### config.mk
export PLATFORM = sky130hd
export DESIGN_NAME = ignition_boost_request_zone_unit
export DESIGN_NICKNAME = d
export VERILOG_FILES = /design/src/rtl/core/ibrz_pkg.sv /design/src/rtl/core/ibrz_lookup.sv /design/src/rtl/core/ibrz_eval.sv /design/src/rtl/core/ignition_boost_request_zone_unit.sv
export SDC_FILE = /design/constraint.sdc
export NUM_CORES = 1
export LEC_CHECK = 0
export ABC_AREA = 1
export BUFFER_PORTS_ARGS = -buffer_cell sky130_fd_sc_hd__buf_4
export CAP_MARGIN = 20
export CORE_UTILIZATION = 25
export CTS_CLUSTER_DIAMETER = 200
export DETAILED_ROUTE_END_ITERATION = 7
export GPL_TIMING_DRIVEN = 0
export RECOVER_POWER = 25
export SLEW_MARGIN = 10
export SYNTH_ARGS = -nofsm -noshare
export SYNTH_HDL_FRONTEND = slang
export SYNTH_HIERARCHICAL = 1
export SYNTH_SLANG_ARGS = --single-unit
### constraint.sdc
create_clock -name clk -period 6.55 [get_ports clk]
set_input_delay 0.655 -clock clk [delete_from_list [all_inputs] [get_ports clk]]
set_output_delay 0.655 -clock clk [all_outputs]
set_load 0.03 [all_outputs]
### src/rtl/core/ibrz_pkg.sv
`default_nettype none
package ibrz_pkg;

  localparam int SPEED_POINTS = 9;
  localparam int LOAD_POINTS  = 8;
  localparam int SPEED_IDX_W  = (SPEED_POINTS > 1) ? $clog2(SPEED_POINTS) : 1;
  localparam int LOAD_IDX_W   = (LOAD_POINTS > 1) ? $clog2(LOAD_POINTS) : 1;

  localparam int TIX_W     = 4;
  localparam int TVAL_W    = 16;
  localparam int IN_DATA_W  = 104;
  localparam int OUT_DATA_W = 8;
  localparam int CFG_IDX_W  = 3;
  localparam int CFG_DATA_W = 32;

  typedef enum logic [1:0] {
    OP_EVAL     = 2'd0,
    OP_SPEED_BP = 2'd1,
    OP_LOAD_BP  = 2'd2,
    OP_MAP_ROW  = 2'd3
  } op_t;

  typedef enum logic [CFG_IDX_W-1:0] {
    CFG_RATIO_LOW  = 3'd0,
    CFG_RATIO_HIGH = 3'd1,
    CFG_ADAPT_CODE = 3'd2,
    CFG_MIN_DIST   = 3'd3,
    CFG_ON_DELAY   = 3'd4,
    CFG_OFF_DELAY  = 3'd5,
    CFG_ENABLE     = 3'd6
  } cfg_idx_t;

  typedef struct packed {
    logic [7:0]  ratio_low;
    logic [7:0]  ratio_high;
    logic [7:0]  adapt_code;
    logic [31:0] min_dist;
    logic [15:0] on_delay;
    logic [15:0] off_delay;
    logic        enable;
  } cfg_t;

  typedef struct packed {
    logic              speed_we;
    logic              load_we;
    logic              map_we;
    logic [TIX_W-1:0]  index;
    logic [TVAL_W-1:0] value;
  } tbl_wr_t;

  // Packed so that boost lands in bit 0.
  typedef struct packed {
    logic latched;
    logic opp;
    logic ratio;
    logic boost;
  } res_t;

endpackage
`default_nettype wire

### src/rtl/core/ibrz_lookup.sv
`default_nettype none
module ibrz_lookup (
  input  wire logic            clk,
  input  wire logic            rst_n,
  input  wire ibrz_pkg::tbl_wr_t wr,
  input  wire logic [15:0]     engine_speed,
  input  wire logic [15:0]     air_load,
  output logic                 zone_opportunity
);
  import ibrz_pkg::*;

  logic [15:0]            speed_bp_r [SPEED_POINTS];
  logic [15:0]            load_bp_r  [LOAD_POINTS];
  logic [LOAD_POINTS-1:0] map_r      [SPEED_POINTS];

  logic                   speed_ok;
  logic                   load_ok;
  logic [SPEED_IDX_W-1:0] wr_sidx;
  logic [LOAD_IDX_W-1:0]  wr_lidx;
  logic [SPEED_IDX_W-1:0] xi;
  logic [LOAD_IDX_W-1:0]  yi;
  logic [LOAD_POINTS-1:0] row;

  assign speed_ok = {1'b0, wr.index} < (TIX_W+1)'(SPEED_POINTS);
  assign load_ok  = {1'b0, wr.index} < (TIX_W+1)'(LOAD_POINTS);
  assign wr_sidx  = wr.index[SPEED_IDX_W-1:0];
  assign wr_lidx  = wr.index[LOAD_IDX_W-1:0];

  always_ff @(posedge clk) begin
    if (!rst_n) begin
      for (int i = 0; i < SPEED_POINTS; i++) begin
        speed_bp_r[i] <= '0;
        map_r[i]      <= '0;
      end
      for (int j = 0; j < LOAD_POINTS; j++) begin
        load_bp_r[j] <= '0;
      end
    end else begin
      if (wr.speed_we && speed_ok) speed_bp_r[wr_sidx] <= wr.value;
      if (wr.load_we && load_ok)   load_bp_r[wr_lidx]  <= wr.value;
      if (wr.map_we && speed_ok)   map_r[wr_sidx]      <= wr.value[LOAD_POINTS-1:0];
    end
  end

  // Highest-indexed breakpoint not above the sample wins; zero when none qualifies.
  always_comb begin
    xi = '0;
    for (int i = 0; i < SPEED_POINTS; i++) begin
      if (speed_bp_r[i] <= engine_speed) xi = SPEED_IDX_W'(i);
    end
  end

  always_comb begin
    yi = '0;
    for (int j = 0; j < LOAD_POINTS; j++) begin
      if (load_bp_r[j] <= air_load) yi = LOAD_IDX_W'(j);
    end
  end

  assign row              = map_r[xi];
  assign zone_opportunity = row[yi];

endmodule
`default_nettype wire

### src/rtl/core/ibrz_eval.sv
`default_nettype none
module ibrz_eval (
  input  wire logic           clk,
  input  wire logic           rst_n,
  input  wire logic           tick,
  input  wire ibrz_pkg::cfg_t cfg,
  input  wire logic [7:0]     energy_ratio,
  input  wire logic [7:0]     ignition_state,
  input  wire logic [31:0]    distance,
  input  wire logic           zone_opportunity,
  output ibrz_pkg::res_t      res
);
  import ibrz_pkg::*;

  logic        trig_r, trig_nxt;
  logic        prev_r;
  logic [15:0] on_cnt_r, on_cnt_nxt;
  logic [15:0] off_cnt_r, off_cnt_nxt;
  logic        latch_r, latch_nxt;
  logic        cond;
  logic        ratio_req;
  logic        set_req;
  logic        release_req;

  always_comb begin
    trig_nxt = trig_r;
    if (energy_ratio <= cfg.ratio_low) begin
      trig_nxt = 1'b1;
    end else if (energy_ratio >= cfg.ratio_high) begin
      trig_nxt = 1'b0;
    end
  end

  assign ratio_req = trig_nxt && (ignition_state == cfg.adapt_code);
  assign cond      = zone_opportunity && (distance >= cfg.min_dist);

  always_comb begin
    on_cnt_nxt  = on_cnt_r;
    off_cnt_nxt = off_cnt_r;
    set_req     = 1'b0;
    release_req = 1'b0;
    if (cond) begin
      // Reload on the first tick of the condition, then count down.
      if (!prev_r) begin
        on_cnt_nxt = cfg.on_delay;
      end else if (on_cnt_r != '0) begin
        on_cnt_nxt = on_cnt_r - 16'd1;
      end
      set_req = (on_cnt_nxt == '0);
    end else begin
      if (prev_r) begin
        off_cnt_nxt = cfg.off_delay;
      end else if (off_cnt_r != '0) begin
        off_cnt_nxt = off_cnt_r - 16'd1;
      end
      release_req = (off_cnt_nxt == '0);
    end
  end

  always_comb begin
    latch_nxt = latch_r;
    if (release_req) begin
      latch_nxt = 1'b0;
    end else if (set_req) begin
      latch_nxt = 1'b1;
    end
  end

  always_ff @(posedge clk) begin
    if (!rst_n) begin
      trig_r    <= 1'b0;
      prev_r    <= 1'b0;
      on_cnt_r  <= '0;
      off_cnt_r <= '0;
      latch_r   <= 1'b0;
    end else if (tick) begin
      trig_r    <= trig_nxt;
      prev_r    <= cond;
      on_cnt_r  <= on_cnt_nxt;
      off_cnt_r <= off_cnt_nxt;
      latch_r   <= latch_nxt;
    end
  end

  assign res.latched = latch_nxt;
  assign res.opp     = zone_opportunity;
  assign res.ratio   = ratio_req;
  assign res.boost   = (ratio_req || latch_nxt) && cfg.enable;

endmodule
`default_nettype wire

### src/rtl/core/ignition_boost_request_zone_unit.sv
// Ignition boost request unit. Each word on the input stream is either an
// evaluate tick (tuser = 0) or a write into the speed breakpoint, load
// breakpoint or zone map table (tuser = 1, 2, 3); only ticks return a result
// word. One word is taken per clock: a word lands in the input register, the
// whole tick is evaluated by one pass of logic (parallel breakpoint compares,
// map select, delay counters) and written to the result register. Throughput
// drops only while the result register is held by out_tready low. The tables
// are cleared by reset; configuration registers are to be written through the
// cfg port only while the stream is idle, which the block does not enforce.
`default_nettype none
module ignition_boost_request_zone_unit (
  input  wire logic                               clk,
  input  wire logic                               rst_n,
  input  wire logic                               in_tvalid,
  output logic                                    in_tready,
  // table_index, table_value, energy_ratio, ignition_state, engine_speed,
  // air_load, distance, zero fill
  input  wire logic [ibrz_pkg::IN_DATA_W-1:0]     in_tdata,
  // operation
  input  wire logic [1:0]                         in_tuser,
  output logic                                    out_tvalid,
  input  wire logic                               out_tready,
  // boost_request, ratio_request, zone_opportunity, zone_latched, zero fill
  output logic [ibrz_pkg::OUT_DATA_W-1:0]         out_tdata,
  input  wire logic                               cfg_we,
  input  wire logic [ibrz_pkg::CFG_IDX_W-1:0]     cfg_index,
  input  wire logic [ibrz_pkg::CFG_DATA_W-1:0]    cfg_wdata
);
  import ibrz_pkg::*;

  cfg_t        cfg_r;

  logic        s1_valid_r;
  op_t         s1_op_r;
  logic [3:0]  s1_tix_r;
  logic [15:0] s1_tval_r;
  logic [7:0]  s1_ratio_r;
  logic [7:0]  s1_ign_r;
  logic [15:0] s1_speed_r;
  logic [15:0] s1_load_r;
  logic [31:0] s1_dist_r;

  logic        out_valid_r;
  res_t        out_res_r;

  logic        out_free;
  logic        fire;
  logic        tick;
  logic        in_take;
  tbl_wr_t     tbl_wr;
  logic        zone_opp;
  res_t        res;

  always_ff @(posedge clk) begin
    if (!rst_n) begin
      cfg_r.ratio_low  <= '0;
      cfg_r.ratio_high <= 8'hFF;
      cfg_r.adapt_code <= '0;
      cfg_r.min_dist   <= '0;
      cfg_r.on_delay   <= '0;
      cfg_r.off_delay  <= '0;
      cfg_r.enable     <= 1'b0;
    end else if (cfg_we) begin
      unique case (cfg_index)
        CFG_RATIO_LOW:  cfg_r.ratio_low  <= cfg_wdata[7:0];
        CFG_RATIO_HIGH: cfg_r.ratio_high <= cfg_wdata[7:0];
        CFG_ADAPT_CODE: cfg_r.adapt_code <= cfg_wdata[7:0];
        CFG_MIN_DIST:   cfg_r.min_dist   <= cfg_wdata;
        CFG_ON_DELAY:   cfg_r.on_delay   <= cfg_wdata[15:0];
        CFG_OFF_DELAY:  cfg_r.off_delay  <= cfg_wdata[15:0];
        CFG_ENABLE:     cfg_r.enable     <= cfg_wdata[0];
        default: ;
      endcase
    end
  end

  // A write word needs no result slot; a tick waits for a free one.
  assign out_free  = !out_valid_r || out_tready;
  assign fire      = s1_valid_r && ((s1_op_r != OP_EVAL) || out_free);
  assign tick      = fire && (s1_op_r == OP_EVAL);
  assign in_tready = !s1_valid_r || fire;
  assign in_take   = in_tvalid && in_tready;

  always_ff @(posedge clk) begin
    if (!rst_n) begin
      s1_valid_r <= 1'b0;
    end else if (in_tready) begin
      s1_valid_r <= in_tvalid;
    end
  end

  always_ff @(posedge clk) begin
    if (in_take) begin
      s1_op_r    <= op_t'(in_tuser);
      s1_tix_r   <= in_tdata[3:0];
      s1_tval_r  <= in_tdata[19:4];
      s1_ratio_r <= in_tdata[27:20];
      s1_ign_r   <= in_tdata[35:28];
      s1_speed_r <= in_tdata[51:36];
      s1_load_r  <= in_tdata[67:52];
      s1_dist_r  <= in_tdata[99:68];
    end
  end

  always_comb begin
    tbl_wr.speed_we = fire && (s1_op_r == OP_SPEED_BP);
    tbl_wr.load_we  = fire && (s1_op_r == OP_LOAD_BP);
    tbl_wr.map_we   = fire && (s1_op_r == OP_MAP_ROW);
    tbl_wr.index    = s1_tix_r;
    tbl_wr.value    = s1_tval_r;
  end

  ibrz_lookup u_lookup (
    .clk              (clk),
    .rst_n            (rst_n),
    .wr               (tbl_wr),
    .engine_speed     (s1_speed_r),
    .air_load         (s1_load_r),
    .zone_opportunity (zone_opp)
  );

  ibrz_eval u_eval (
    .clk              (clk),
    .rst_n            (rst_n),
    .tick             (tick),
    .cfg              (cfg_r),
    .energy_ratio     (s1_ratio_r),
    .ignition_state   (s1_ign_r),
    .distance         (s1_dist_r),
    .zone_opportunity (zone_opp),
    .res              (res)
  );

  always_ff @(posedge clk) begin
    if (!rst_n) begin
      out_valid_r <= 1'b0;
    end else if (out_free) begin
      out_valid_r <= tick;
    end
  end

  always_ff @(posedge clk) begin
    if (tick) begin
      out_res_r <= res;
    end
  end

  assign out_tvalid = out_valid_r;
  assign out_tdata  = {(OUT_DATA_W-4)'(0), out_res_r};

endmodule
`default_nettype wire

==> results summary <==
The run finished, with violations left. The checks that failed: max-capacitance violations, max-slew violations. The layout-stage area growth over the synthesis result came out at 16.9%. Once the floorplan was initialized, standard cells occupied 25.2% of the core. The count of flip-flops with a built-in enable after synthesis is 418. The commonest cells after synthesis are nor2_1 (627), nand2_1 (527), edfxtp_1 (418), ha_1 (292). The clock period minus final worst setup slack came out at 4.41 ns. Summing all placed instances gives a cell area of 31500 µm².

By area the synthesized netlist is led by edfxtp_1 (44%), ha_1 (13%), dfxtp_1 (8.9%). The total of buffers placed on input and output ports came out at 147. The final-report hold violation count is 0. The final layout contains 3689 nets.

The largest net degree at the start of global routing is 24. The y dimension of the die is 339 µm. The sequential area share after synthesis came out at 53.2%. After clock tree synthesis, the clock-pin slew on the worst setup and hold paths is 0.06 ns.

The global router's overall resource usage is 13.0%. The number of detailed-route iterations in the first pass is 6. The post-route cell area is 33200 µm². The transition time at the pin with the least slew margin is 1.95 ns. The full die area is 115000 µm². The mean routed wirelength per cell came out at 15.7 µm. The number of buffers added by the clock tree synthesis step is 59. The number of buffers on the longest clock path came out at 3. By startpoint and endpoint, the worst setup path is classified as reg -> reg. After technology mapping, the gate count stands at 3035.

The worst min-delay path class is in -> reg. STA puts the critical path data required time at 7.07 ns. The number of max-capacitance violations reported came out at 1. The first-iteration detailed-routing DRC count is 1512. Based on the critical path, the design can be clocked at up to 227 MHz. Post-CTS timing repair inserted 0 buffers for setup. The yosys synthesis warning count came out at 6. Cells fill 29.5% of the core in the end. The number of different library cells in the post-synthesis netlist is 56. The static leakage came out at 14.2 nW.

The biggest area contributor in the post-synthesis netlist is edfxtp_1. The headroom to the max-slew limit came out at -30.7%. The total power came out at 8.11 mW. The final RePlAce weighted congestion is 0.868.

Pin placement for this block handled 156 I/O pins. In the final layout, the share of cells above drive strength 1 is 9.55%. Using the TritonRoute via totals, the vias-per-cell ratio works out to 4.46.

The most common cell in the synthesized netlist is nor2_1. The number of register bits inferred by synthesis is 544. The endpoint arrival time on the critical path came out at 4.93 ns. The overflow left after global routing came out at 0. The worst hold slack after final layout came out at 0.184 ns.

STA classifies the critical path endpoint as a flip-flop. The root buffer cell chosen for the clock tree is clkbuf_16. After detailed routing, the total wire length is 75300 µm.

The worst-case IR drop observed on VDD is 225 µV. Of all flip-flops after synthesis, the portion carrying an async set or reset was 0%. The final setup skew came out at 0.0501 ns. The region available for standard cell placement spans 112000 µm². The worst path uses 67.4% of the clock period. Along the worst path, the maximum fanout reaches 10. Dividing total power by cell area gives a power density of 245 nW/µm². The number of levels the H-tree was split into is 2.

The detail route stage leaves a number of antenna-violating nets equal to 0. The cell area after synthesis is 28400 µm². The number of antenna cells inserted is 0.

The fraction of post-synthesis cell area in the top cell type by area is 44.3%. The via count of the first global-routing pass came out at 21100. The most frequently used flop master after synthesis is edfxtp_1. For the worst-skew pair, the clock arrives at the later sink with an insertion delay of 0.67 ns.

Setup repair after global routing left no endpoint under its margin. The number of vias in the routed layout is 21400. The TritonCTS clock tree is built.

The final routed DRC violation total came out at 0. The global-route wire length before repair is 117000 µm. The number of pins exceeding their max-slew limit in the final report came out at 19. The detailed-placement wirelength estimate came out at 56100 µm.

The average instance area after synthesis is 9.34 µm². The count of endpoints failing setup in the final report came out at 0. The clock net sink count came out at 544.

In this run the core area contains 123 standard-cell rows. The post-cts repair resize count came out at 0. STA classifies the critical path startpoint as a flip-flop. The number of antenna violations at the first check in global routing came out at 0. The hold buffer count at cts came out at 0. The floorplan die width came out at 339 µm. The setup TNS came out at 0 ns. The setup slack on the worst flop-to-flop path is 2.14 ns.
power by group:
group | leakage [nW] | internal, mW | switching (mW)
sequential | 5.31 | 3.84 | 0.0596
clock | 0.917 | 1.81 | 1.44
combinational | 7.99 | 0.333 | 0.628
total | 14.2 | 5.98 | 2.13
per-layer routing:
metal	vias to the layer above	GRT usage, %	share of wire (%)
li1	10700	-	-
met1	10000	17.2	46
met2	614	21.9	47
met3	109	1.88	5.3
met4	0	3.49	2.2
met5	-	0	0
through the flow:
stage | std cells | setup WS (ns)
CTS | 4798 | 2.18
detailed placement | 4690 | 2.25
finish | 4798 | 2.14
global placement | 4685 | -0.0780
floorplan | 3038 | 2.29
global route | 4798 | 1.72
worst max-delay path, stage by stage (launching register included):
cell,delay (ns)
edfxtp_1,0.36
inv_1,0.30
ha_1,0.23
nand2_1,0.07
nor2_1,0.17
nand4_1,0.22
inv_1,0.10
nand2_1,0.05
a21oi_1,0.25
nand2_2,0.13
nor2_4,0.28
buf_2,0.28
nand3_1,0.16
nand3_1,0.17
nand3_1,0.11
nand2_1,0.08
nand3_1,0.07
nand3_1,0.07
nand2_1,0.20
nand2_2,0.24
nand2_1,0.18
buf_2,0.29
o21ai_0,0.19
nor2_1,0.05
sequential cells by signal (all words and copies together) (netlist names):
signal	count
cfg_r	89
out_tdata	4
out_tvalid	1
s1_dist_r	32
s1_ign_r	8
s1_load_r	16
s1_op_r	2
s1_ratio_r	8
s1_speed_r	16
s1_tix_r	4
s1_tval_r	16
s1_valid_r	1
u_eval/latch_r	1
u_eval/off_cnt_r	16
u_eval/on_cnt_r	16
u_eval/prev_r	1
u_eval/trig_r	1
u_lookup/load_bp_r	112
u_lookup/map_r	72
u_lookup/speed_bp_r	128
cells in the final DEF, fill, tap and decap left out, types with 59 or more instances in the layout:
| master | synthesis | final |
|---|---|---|
| a21oi_1 | 167 | 167 |
| clkbuf_1 | 50 | 101 |
| clkbuf_16 | 0 | 59 |
| clkbuf_4 | 0 | 77 |
| dfxtp_1 | 126 | 126 |
| edfxtp_1 | 418 | 418 |
| ha_1 | 292 | 292 |
| inv_1 | 253 | 253 |
| nand2_1 | 527 | 527 |
| nand3_1 | 253 | 253 |
| nor2_1 | 627 | 627 |
| o21ai_0 | 64 | 64 |
cell families after synthesis:
logic type / synth area share (%)
flops: 53.2
simple gates: 22.2
buf+inv: 5.43
compound gates: 5.71
xor+xnor: 0.556
mux: 0.0353
other cells: 0.0132
fa+ha+maj: 12.9
path summary, 6_finish.rpt:
check	cells past startpoint	end	start
worst min register to register	2	cfg_r[74]$_SDFFE_PN1P_	cfg_r[74]$_SDFFE_PN1P_
worst max register to register	23	u_eval/off_cnt_r[2]$_SDFFE_PN0P_	s1_speed_r[15]$_DFFE_PP_
worst min-delay path	1	s1_load_r[9]$_DFFE_PP_	in_tdata[61]
worst max-delay path	23	u_eval/off_cnt_r[2]$_SDFFE_PN0P_	s1_speed_r[15]$_DFFE_PP_
cell type report:
type                    count  area [µm²]
multi-input cells        2118       11800
clock inverters            36         307
repair buffers            152        1040
inverters                 270        1020
fillers                 11700       79300
clock buffers              72        1560
plain buffers             106         522
flip-flops and latches    544       15100
well taps                1500        1880
Note: power is estimated with default switching activity, not from simulation.
